**config.mk**
```make
export PLATFORM = sky130hd
export DESIGN_NAME = ordered_queue_with_key_removal_unit
export DESIGN_NICKNAME = d
export VERILOG_FILES = /design/src/rtl/oqkr_pkg.sv /design/src/rtl/oqkr_cell.sv /design/src/rtl/ordered_queue_with_key_removal_unit.sv
export SDC_FILE = /design/constraint.sdc
export NUM_CORES = 2
export LEC_CHECK = 0
export BUFFER_PORTS_ARGS = -buffer_cell sky130_fd_sc_hd__buf_4
export CAP_MARGIN = 20
export CELL_PAD_IN_SITES_DETAIL_PLACEMENT = 0
export CELL_PAD_IN_SITES_GLOBAL_PLACEMENT = 2
export CORE_MARGIN = 2
export CORE_UTILIZATION = 46
export CTS_CLUSTER_SIZE = 40
export DETAILED_ROUTE_END_ITERATION = 10
export PLACE_DENSITY_LB_ADDON = 0.1
export RECOVER_POWER = 100
export SLEW_MARGIN = 20
export SYNTH_ARGS = -nofsm -noshare
export SYNTH_HDL_FRONTEND = slang
export SYNTH_SLANG_ARGS = --single-unit
```
**constraint.sdc**
```tcl
create_clock -name clk -period 10.1 [get_ports clk]
set_input_delay 3.03 -clock clk [delete_from_list [all_inputs] [get_ports clk]]
set_output_delay 3.03 -clock clk [all_outputs]
set_load 0.005 [all_outputs]
```
**src/rtl/oqkr_pkg.sv**
```systemverilog
`default_nettype none

package oqkr_pkg;

    localparam int DEPTH = 16;
    localparam int CNT_W = $clog2(DEPTH + 1);

    localparam logic [1:0] CMD_APPEND    = 2'd0;
    localparam logic [1:0] CMD_REM_FRONT = 2'd1;
    localparam logic [1:0] CMD_REM_KEY   = 2'd2;

    localparam logic [1:0] ST_OK        = 2'd0;
    localparam logic [1:0] ST_EMPTY     = 2'd1;
    localparam logic [1:0] ST_NOT_FOUND = 2'd2;
    localparam logic [1:0] ST_FULL      = 2'd3;

    typedef struct packed {
        logic               exec;
        logic [1:0]         cmd;
        logic signed [31:0] key;
    } cell_ctrl_t;

endpackage

`default_nettype wire

```
**src/rtl/oqkr_cell.sv**
```systemverilog
`default_nettype none

module oqkr_cell (
    input  wire logic               clk,
    input  wire logic               rst_n,
    input  wire oqkr_pkg::cell_ctrl_t ctrl,
    input  wire logic               prev_valid,
    input  wire logic               hit_in,
    input  wire logic               next_valid,
    input  wire logic signed [31:0] next_entry,
    output logic                    valid,
    output logic signed [31:0]      entry,
    output logic                    hit_out
);

    logic               valid_reg;
    logic               valid_next;
    logic signed [31:0] entry_reg;
    logic signed [31:0] entry_next;
    logic               match;
    logic               shift;
    logic               load;

    assign match   = valid_reg && (entry_reg == ctrl.key);
    assign hit_out = hit_in || match;

    // append lands in the first free cell
    assign load  = ctrl.exec && (ctrl.cmd == oqkr_pkg::CMD_APPEND) && !valid_reg && prev_valid;
    assign shift = ctrl.exec && valid_reg &&
                   ((ctrl.cmd == oqkr_pkg::CMD_REM_FRONT) ||
                    ((ctrl.cmd == oqkr_pkg::CMD_REM_KEY) && (hit_in || match)));

    always_comb
    begin
        valid_next = valid_reg;
        entry_next = entry_reg;
        if (load)
        begin
            valid_next = 1'b1;
            entry_next = ctrl.key;
        end
        else if (shift)
        begin
            valid_next = next_valid;
            entry_next = next_entry;
        end
    end

    always_ff @(posedge clk or negedge rst_n)
    begin
        if (!rst_n)
            valid_reg <= 1'b0;
        else
            valid_reg <= valid_next;
    end

    always_ff @(posedge clk)
    begin
        entry_reg <= entry_next;
    end

    assign valid = valid_reg;
    assign entry = entry_reg;

endmodule

`default_nettype wire

```
**src/rtl/ordered_queue_with_key_removal_unit.sv**
```systemverilog
// Ordered key list of up to oqkr_pkg::DEPTH signed 32-bit keys, oldest first.
// Command channel: a word (cmd, key) is taken at a rising edge with start high
// and busy low. cmd: append at back, remove front, remove first equal key.
// Result channel: status, removed_key and entry_count are shown for exactly one
// cycle with done high; the receiver cannot hold them off.
// Timing: a command taken at an edge executes in the cycle after it; the
// result is registered then and shown in the cycle after with done. busy
// is high in the execute cycle, so no command is taken until it is over.
// The row of cells does the execute step: every cell compares its entry
// with the key and may shift from its right neighbour in the single
// execute cycle, with a one-bit hit chain running along the row.
// Reset clears the count and all cell valid bits; the list is empty, busy and
// done are low. Stored keys are not cleared and are never read until written.
`default_nettype none

module ordered_queue_with_key_removal_unit (
    input  wire logic               clk,
    input  wire logic               rst_n,
    input  wire logic               start,
    input  wire logic [1:0]         cmd,
    input  wire logic signed [31:0] key,
    output logic                    busy,
    output logic                    done,
    output logic [1:0]              status,
    output logic signed [31:0]      removed_key,
    output logic [4:0]              entry_count
);

    typedef enum logic {
        S_IDLE,
        S_EXEC
    } state_t;

    state_t                         state_reg;
    oqkr_pkg::cell_ctrl_t           ctrl;
    logic [1:0]                     cmd_reg;
    logic signed [31:0]             key_reg;
    logic                           done_reg;
    logic [1:0]                     status_reg;
    logic [1:0]                     status_next;
    logic signed [31:0]             removed_reg;
    logic signed [31:0]             removed_next;
    logic [oqkr_pkg::CNT_W-1:0]     count_reg;
    logic [oqkr_pkg::CNT_W-1:0]     count_next;

    logic [oqkr_pkg::DEPTH-1:0]     valid_vec;
    logic [oqkr_pkg::DEPTH-1:0]     hit_vec;
    logic signed [31:0]             entry_vec [oqkr_pkg::DEPTH];
    logic                           empty;
    logic                           full;
    logic                           found;

    assign ctrl.exec = (state_reg == S_EXEC);
    assign ctrl.cmd  = cmd_reg;
    assign ctrl.key  = key_reg;

    genvar g;
    generate
        for (g = 0; g < oqkr_pkg::DEPTH; g++)
        begin : g_cell
            logic               pv;
            logic               hi;
            logic               nv;
            logic signed [31:0] ne;
            if (g == 0)
            begin : g_first
                assign pv = 1'b1;
                assign hi = 1'b0;
            end
            else
            begin : g_mid
                assign pv = valid_vec[g-1];
                assign hi = hit_vec[g-1];
            end
            if (g == oqkr_pkg::DEPTH - 1)
            begin : g_last
                assign nv = 1'b0;
                assign ne = '0;
            end
            else
            begin : g_inner
                assign nv = valid_vec[g+1];
                assign ne = entry_vec[g+1];
            end
            oqkr_cell u_cell (
                .clk        (clk),
                .rst_n      (rst_n),
                .ctrl       (ctrl),
                .prev_valid (pv),
                .hit_in     (hi),
                .next_valid (nv),
                .next_entry (ne),
                .valid      (valid_vec[g]),
                .entry      (entry_vec[g]),
                .hit_out    (hit_vec[g])
            );
        end
    endgenerate

    assign empty = !valid_vec[0];
    assign full  = valid_vec[oqkr_pkg::DEPTH-1];
    assign found = hit_vec[oqkr_pkg::DEPTH-1];

    always_comb
    begin
        status_next  = oqkr_pkg::ST_OK;
        removed_next = '0;
        count_next   = count_reg;
        case (cmd_reg)
            oqkr_pkg::CMD_APPEND:
            begin
                if (full)
                    status_next = oqkr_pkg::ST_FULL;
                else
                    count_next = count_reg + oqkr_pkg::CNT_W'(1);
            end
            oqkr_pkg::CMD_REM_FRONT:
            begin
                if (empty)
                    status_next = oqkr_pkg::ST_EMPTY;
                else
                begin
                    removed_next = entry_vec[0];
                    count_next   = count_reg - oqkr_pkg::CNT_W'(1);
                end
            end
            oqkr_pkg::CMD_REM_KEY:
            begin
                if (empty)
                    status_next = oqkr_pkg::ST_EMPTY;
                else if (!found)
                    status_next = oqkr_pkg::ST_NOT_FOUND;
                else
                begin
                    // a hit equals the key itself
                    removed_next = key_reg;
                    count_next   = count_reg - oqkr_pkg::CNT_W'(1);
                end
            end
            default:
            begin
                status_next = oqkr_pkg::ST_OK;
            end
        endcase
    end

    always_ff @(posedge clk or negedge rst_n)
    begin
        if (!rst_n)
        begin
            state_reg   <= S_IDLE;
            done_reg    <= 1'b0;
            count_reg   <= '0;
            cmd_reg     <= oqkr_pkg::CMD_APPEND;
            key_reg     <= '0;
            status_reg  <= oqkr_pkg::ST_OK;
            removed_reg <= '0;
        end
        else
        begin
            done_reg <= 1'b0;
            case (state_reg)
                S_IDLE:
                begin
                    if (start)
                    begin
                        cmd_reg   <= cmd;
                        key_reg   <= key;
                        state_reg <= S_EXEC;
                    end
                end
                S_EXEC:
                begin
                    status_reg  <= status_next;
                    removed_reg <= removed_next;
                    count_reg   <= count_next;
                    done_reg    <= 1'b1;
                    state_reg   <= S_IDLE;
                end
                default:
                begin
                    state_reg <= S_IDLE;
                end
            endcase
        end
    end

    assign busy        = (state_reg == S_EXEC);
    assign done        = done_reg;
    assign status      = status_reg;
    assign removed_key = removed_reg;
    assign entry_count = 5'(count_reg);

    // occupied cells form a solid run from the front
    a_valid_thermo: assert property (@(posedge clk) disable iff (!rst_n)
        ((valid_vec + oqkr_pkg::DEPTH'(1)) & valid_vec) == '0)
        else $error("valid cells not contiguous from front");

    a_count_match: assert property (@(posedge clk) disable iff (!rst_n)
        !busy |-> ($countones(valid_vec) == int'(count_reg)))
        else $error("count disagrees with occupied cells");

    a_done_after_exec: assert property (@(posedge clk) disable iff (!rst_n)
        done |-> $past(busy))
        else $error("result word without execute cycle");

    a_start_exec: assert property (@(posedge clk) disable iff (!rst_n)
        (start && !busy) |=> (busy ##1 done))
        else $error("accepted command did not execute");

    a_hit_monotone: assert property (@(posedge clk) disable iff (!rst_n)
        busy && (cmd_reg == oqkr_pkg::CMD_REM_KEY) && found && !empty
        |=> (count_reg == $past(count_reg) - oqkr_pkg::CNT_W'(1)))
        else $error("matched key removal did not shrink list");

endmodule

`default_nettype wire

```
# After elaboration in Yosys (flattened, before gate mapping)
# Index checks and enable logic that the tools add are counted.
totals:
  ff_bits: 603
  inputBits: 37
  output_inout_bits: 41
  word_cells: 308
classes:
  addsub: 2
  eq_ne: 22
  mux: 81
  bitwise_logic: 1
  reduce_logical: 163
ops:
  columns: ["cell", "count"]
  rows:
  - ["two-way mux 32 bit", 35]
  - ["== test 32 bit", 16]
  - ["logical AND 1 bit", 96]
  - ["case mux 32 bit (2 select lines)", 1]
  - ["two-way mux 1 bit", 35]
  - ["nonzero test 2 bit", 16]
  - ["logical OR 1 bit", 31]
  - ["two-way mux 5 bit", 4]
  - ["logical NOT 1 bit", 16]
  - ["case mux 5 bit (3 select lines)", 1]
  - ["two-way mux 2 bit", 3]
  - ["case mux 2 bit (3 select lines)", 1]
  - ["AND reduction 6 bit", 1]
  - ["adder 5 x 1 -> 5 bit (second input constant)", 1]
  - ["subtractor 5 x 1 -> 5 bit (second input constant)", 1]
  - ["inequality test 2 x 1 -> 1 bit (second input constant)", 2]
  - ["inequality test 2 bit (second input constant)", 2]
  - ["nonzero test 3 bit", 1]
  - ["== test 2 x 1 -> 1 bit (second input constant)", 1]
  - ["== test 2 bit (second input constant)", 1]
  - ["logical NOT 2 bit", 1]
  - ["case mux 1 bit (2 select lines)", 1]
  - ["AND reduction 2 bit", 1]
  - ["NOT 1 bit", 1]

# Longest topological paths before layout
depth:
  word_depth: 22
  ltp_mapped: 12
  mapped_depth_nobuf: 10

# Hierarchy
# Synthesis repeated with hierarchy kept, for this count alone.
hier_totals:
  hier_cells: 2447
  hier_area_um2: 32880.3
by_module_without_submodules:
  columns: ["module", "instances", "cells_each", "area_per_inst_um2", "seq_area_each_um2"]
  rows:
  - ["oqkr_cell", 16, 136, 1850.5, 985.9]
  - ["ordered_queue_with_key_removal_unit", 1, 271, 3271.9, 1876.8]

# Worst setup path before layout
# OpenSTA, ideal clock, no wires.
synth_timing:
  path_kind: "flip-flop to flip-flop"
  start: "register key_reg[8]"
  end: "register g_cell[4].u_cell.entry_reg[0], enable pin"
  setup_time_ps: 470
  arrival_time_ps: 4387
  required_ps: 9630
  path_slack_ps: 5243
  stages_incl_launch_ff: 10
  path_buffers: 2
  synth_period_minus_slack_ps: 4857
  cell_sequence: "dfrtp_1 buf_2 buf_6 xor2_1 nor4_1 nand4_1 or4_1 nand4b_1 nor2_1 o31ai_1"
synth_via:
  elab_chain_len: 10
  elab_cells_between_ends: 18
  classes_between: "5 x eq/ne; 13 x reduce/logical"
synth_lines:
  columns: ["item", "line", "rtl"]
  rows:
  - ["start: declaration", "ordered_queue_with_key_removal_unit.sv:37", "logic signed [31:0] key_reg;"]
  - ["start signal: assignment", "ordered_queue_with_key_removal_unit.sv:168", "key_reg <= key;"]
  - ["== test 32 bit", "oqkr_cell.sv:24", "assign match = valid_reg && (entry_reg == ctrl.key);"]
  - ["logical AND 1 bit", "oqkr_cell.sv:24", null]
  - ["logical OR 1 bit (3 in series)", "oqkr_cell.sv:25", "assign hit_out = hit_in || match;"]
  - ["logical OR 1 bit *", "oqkr_cell.sv:31", "((ctrl.cmd == oqkr_pkg::CMD_REM_KEY) && (hit_in || match)));"]
  - ["logical AND 1 bit *", "oqkr_cell.sv:31", null]
  - ["logical OR 1 bit *", "oqkr_cell.sv:30", "((ctrl.cmd == oqkr_pkg::CMD_REM_FRONT) ||"]
  - ["logical AND 1 bit *", "oqkr_cell.sv:29", "assign shift = ctrl.exec && valid_reg &&"]
  - ["nonzero test 2 bit (no line) *", null, null]
  - ["end signal: assignment", "oqkr_cell.sv:59", "entry_reg <= entry_next;"]
  - ["end: declaration", "oqkr_cell.sv:18", "logic signed [31:0] entry_reg;"]
# Every way passes the cells marked *; elsewhere a longest branch is shown, timed or not.
# A chain may end at the register's enable or synchronous reset.

# Final worst setup path
layout_timing:
  start: "register key_reg[13]"
  end: "register g_cell[15].u_cell.entry_reg[2], enable pin"
layout_via:
  elab_chain_len: 21
  elab_cells_between_ends: 51
  classes_between: "16 x eq/ne; 35 x reduce/logical"
layout_lines:
  columns: ["item", "line"]
  rows:
  - ["== test 32 bit", "oqkr_cell.sv:24"]
  - ["logical AND 1 bit", "oqkr_cell.sv:24"]
  - ["logical OR 1 bit (14 in series)", "oqkr_cell.sv:25"]
  - ["logical OR 1 bit *", "oqkr_cell.sv:31"]
  - ["logical AND 1 bit *", "oqkr_cell.sv:31"]
  - ["logical OR 1 bit *", "oqkr_cell.sv:30"]
  - ["logical AND 1 bit *", "oqkr_cell.sv:29"]
  - ["nonzero test 2 bit (no line) *", null]
  - ["end signal: assignment", "oqkr_cell.sv:59"]
  - ["end: declaration", "oqkr_cell.sv:18"]
# Marks and branches as above.

==> results by group <==
Outcome
  • Outcome: finished with violations
  • Failing checks: max-capacitance violations, max-slew violations

Power and ir drop
  • PD cells: 201.6 mW/mm^2
  • Pleak: 0.01312 uW
  • Maximum VDD drop: 0.1341 mV
  • Pwr Total: 7102 uW

Placement
  • DP Worst Slack: 5.573 ns
  • Final GP Congestion: 0.8813
  • DP Area: 0.03320 mm^2
  • Port Buffers: 77
  • Post-DP HPWL: 68.20 mm

GRT
  • Grt ovf: 0
  • Vias in the first global route: 21713
  • GRT Total Usage: 0.2942
  • Largest net degree at the start of global routing: 52
  • Initial antenna violation count: 1
  • First-pass GRT wire length: 152.0 mm

Synth
  • Post-synth top area cell: edfxtp_1
  • Syn Std Cell Area: 0.03188 mm^2
  • Largest family of logic cells by synthesized area: simple AND/OR/NAND/NOR gates
  • Synth Net Count: 2933
  • Mux cell area share after synthesis: 0.07792
  • Xor and xnor area share after synthesis: 0.1410
  • Top post-synthesis cells by area: edfxtp_1 48%, nand2_1 9.7%, xor2_1 8.0%, mux2_2 7.7%, dfrtp_1 7.1%
  • Seq/Total Area, Yosys: 0.5538
  • Ys async rst share: 0.1509
  • Post-synth cell types: 62
  • Mean instance size in the synthesized netlist: 11.04 um^2
  • Yosys reg bits: 603
  • Primary FF master, synth: edfxtp_1
  • Adder-Cell Fraction of Synth Area: 0.003376
  • Synth Instances: 2888
  • Warnings from Yosys: 0
  • Post-Synth Simple-Gate Area: 0.1583
  • Area share of the largest cell type after synthesis: 0.4823
  • EDFF count, synth: 512
  • Synth Area in Compound Gates: 0.02756

STA
  • Worst-margin pin slew: 2.800 ns
  • Max Clk Rate: 0.1474 GHz
  • RSZ-0062 raised after global routing: no
  • Pins Over Slew Limit: 1132
  • Final worst-path cycle share: 0.6716
  • Setup TNS: 0 ns
  • Setup Viol. Count Final: 0
  • Worst clock skew: 0.02484 ns
  • Slew margin rel.: -0.8665
  • Post-layout worst setup margin: 3.317 ns
  • Minimum clock period: 6.783 ns
  • Final Hold Viols: 0

Die
  • FP Rows: 96
  • Die ar.: 0.07142 mm^2
  • Initial core utilization: 0.4648
  • Ports: 78
  • Die width: 267.2 um
  • Die height: 267.2 um
  • Core footprint: 0.06859 mm^2

Clock network
  • CTS Sinks: 603
  • Worst-Skew Late Latency: 0.62 ns
  • Clock-pin slew on the worst setup and hold paths: 0.06 ns
  • H-Tree Depth: 3
  • Post-CTS sizing: 0
  • Total CTS buffers: 71
  • Hold_buf cts: 0
  • Setup Buffers After CTS: 0
  • CTS root buffer: clkbuf_16
  • CTS tree: done
  • Clock Path Buffers: 3

Layout
  • Nets: 2929
  • Final core occ: 0.5138
  • # fillers: 6213
  • Max FFs per register: 512
  • Layout cell share with drive strength beyond 1: 0.1599
  • Fin area: 0.03524 mm^2
  • Syn-to-layout area delta: 10.54%
  • Most frequent cells in the layout: 823 x nand2_1, 512 x edfxtp_1, 290 x xor2_1
  • Leading cell type in the layout, fill and taps excluded: nand2_1

Drt
  • Final ANT Viol Nets: 0
  • Drt drc: 0
  • Initial detailed-routing violation count: 2117
  • DRT Pass-1 Iters: 7
  • Routed WL per cell: 26.88 um
  • Routed wire length: 104.1 mm
  • Vias per cell: 5.620
  • Total number of vias: 21762

Hold path
  • Hold path cells: 2
  • Hold Crit Class: register to register

Critical path
  • Crit path required time: 10.35 ns
  • Worst R2R Path Depth: 10
  • WS Path Type: register to register
  • CP endpoint kind: register
  • CP arrival: 7.03 ns
  • Crit Path Max Fanout: 34
  • Startpoint Class: register

Job
  • Max-cap violation count: 31
==> power by group <==
part           internal [uW]  switching, uW  total, uW
Sequential              2950            222       3170
Clock                   1500           1050       2550
Combinational            487            891       1380
==> through the flow <==
stage	hold WS, ns	instances
final	0.4934	3872
after global routing	0.5204	3871
after CTS	0.5005	3871
after detailed placement	0.4863	3742
after global placement	0.4670	3742
after floorplan	0.4647	2888
==> critical path: stages, from the launching register on <==
cell,delay [ns]
dfrtp_2,0.33
clkbuf_1,1.96
xnor2_1,0.26
nand4_1,0.13
nor4_1,0.60
nand4_1,0.23
o2111ai_1,0.56
o41a_1,1.29
o21ai_0,0.33
o21bai_2,0.19
buf_4,0.43
==> kinds of logic (layout without fill, tap and decap cells) <==
group                      Yosys count  count (layout)
AOI/OAI and AO/OA                  141             141
xor gates and xnor gates           513             513
adders and majority gates            8               8
buffers and inverters              252             304
DFF                                603             603
muxes                              220             220
other                                0               1
and+or+nand+nor                   1151            1151
==> metal layers <==
metal	up-vias	wire length (um)	global-route usage
li1	9892	-	-
met2	849	48040	0.4635
met3	169	6370	0.04496
met1	10852	45630	0.4113
met4	0	4021	0.1102
met5	-	0	0
==> synth_stat cells (all sizes together) (3+ instances only) <==
master,count
inv,21
a21o,6
a31o,6
xnor2,223
nor4,73
o21ai,94
a22o,3
nor3,29
and3,3
nand2,823
nand3b,4
o31ai,7
edfxtp,512
a21oi,6
nand3,87
ha,7
or3,7
nor2,11
and2,35
or4,9
nand4,64
mux2,219
buf,105
clkbuf,125
a211oi,3
dfrtp,91
xor2,290
==> path summary, 6_finish.rpt <==
check,from,endpoint,slack [ns]
worst max-delay path,key_reg[13],g_cell[15].u_cell.entry[2],3.32
worst min-delay path,status[0],status[0],0.49
worst max register to register,key_reg[13],g_cell[15].u_cell.entry[2],3.32
worst min register to register,status[0],status[0],0.49
max in group asynchronous,rst_n,key_reg[17],4.89
min in group asynchronous,rst_n,key_reg[21],3.27
==> layout make-up <==
| class | count | area [um^2] | area share |
|---|---|---|---|
| Clock buffer | 98 | 1981 | 0.05621 |
| Tap cell | 931 | 1165 | 0.03306 |
| Timing Repair Buffer | 153 | 1006 | 0.02855 |
| Multi-Input combinational cell | 2033 | 13030 | 0.3698 |
| Antenna cell | 1 | 2.502 | 0.00007102 |
| Clock inverter | 31 | 284.0 | 0.008060 |
| Inverter | 22 | 82.58 | 0.002344 |
| Sequential cell | 603 | 17690 | 0.5019 |
No activity file was read; power rests on OpenSTA's default activity.
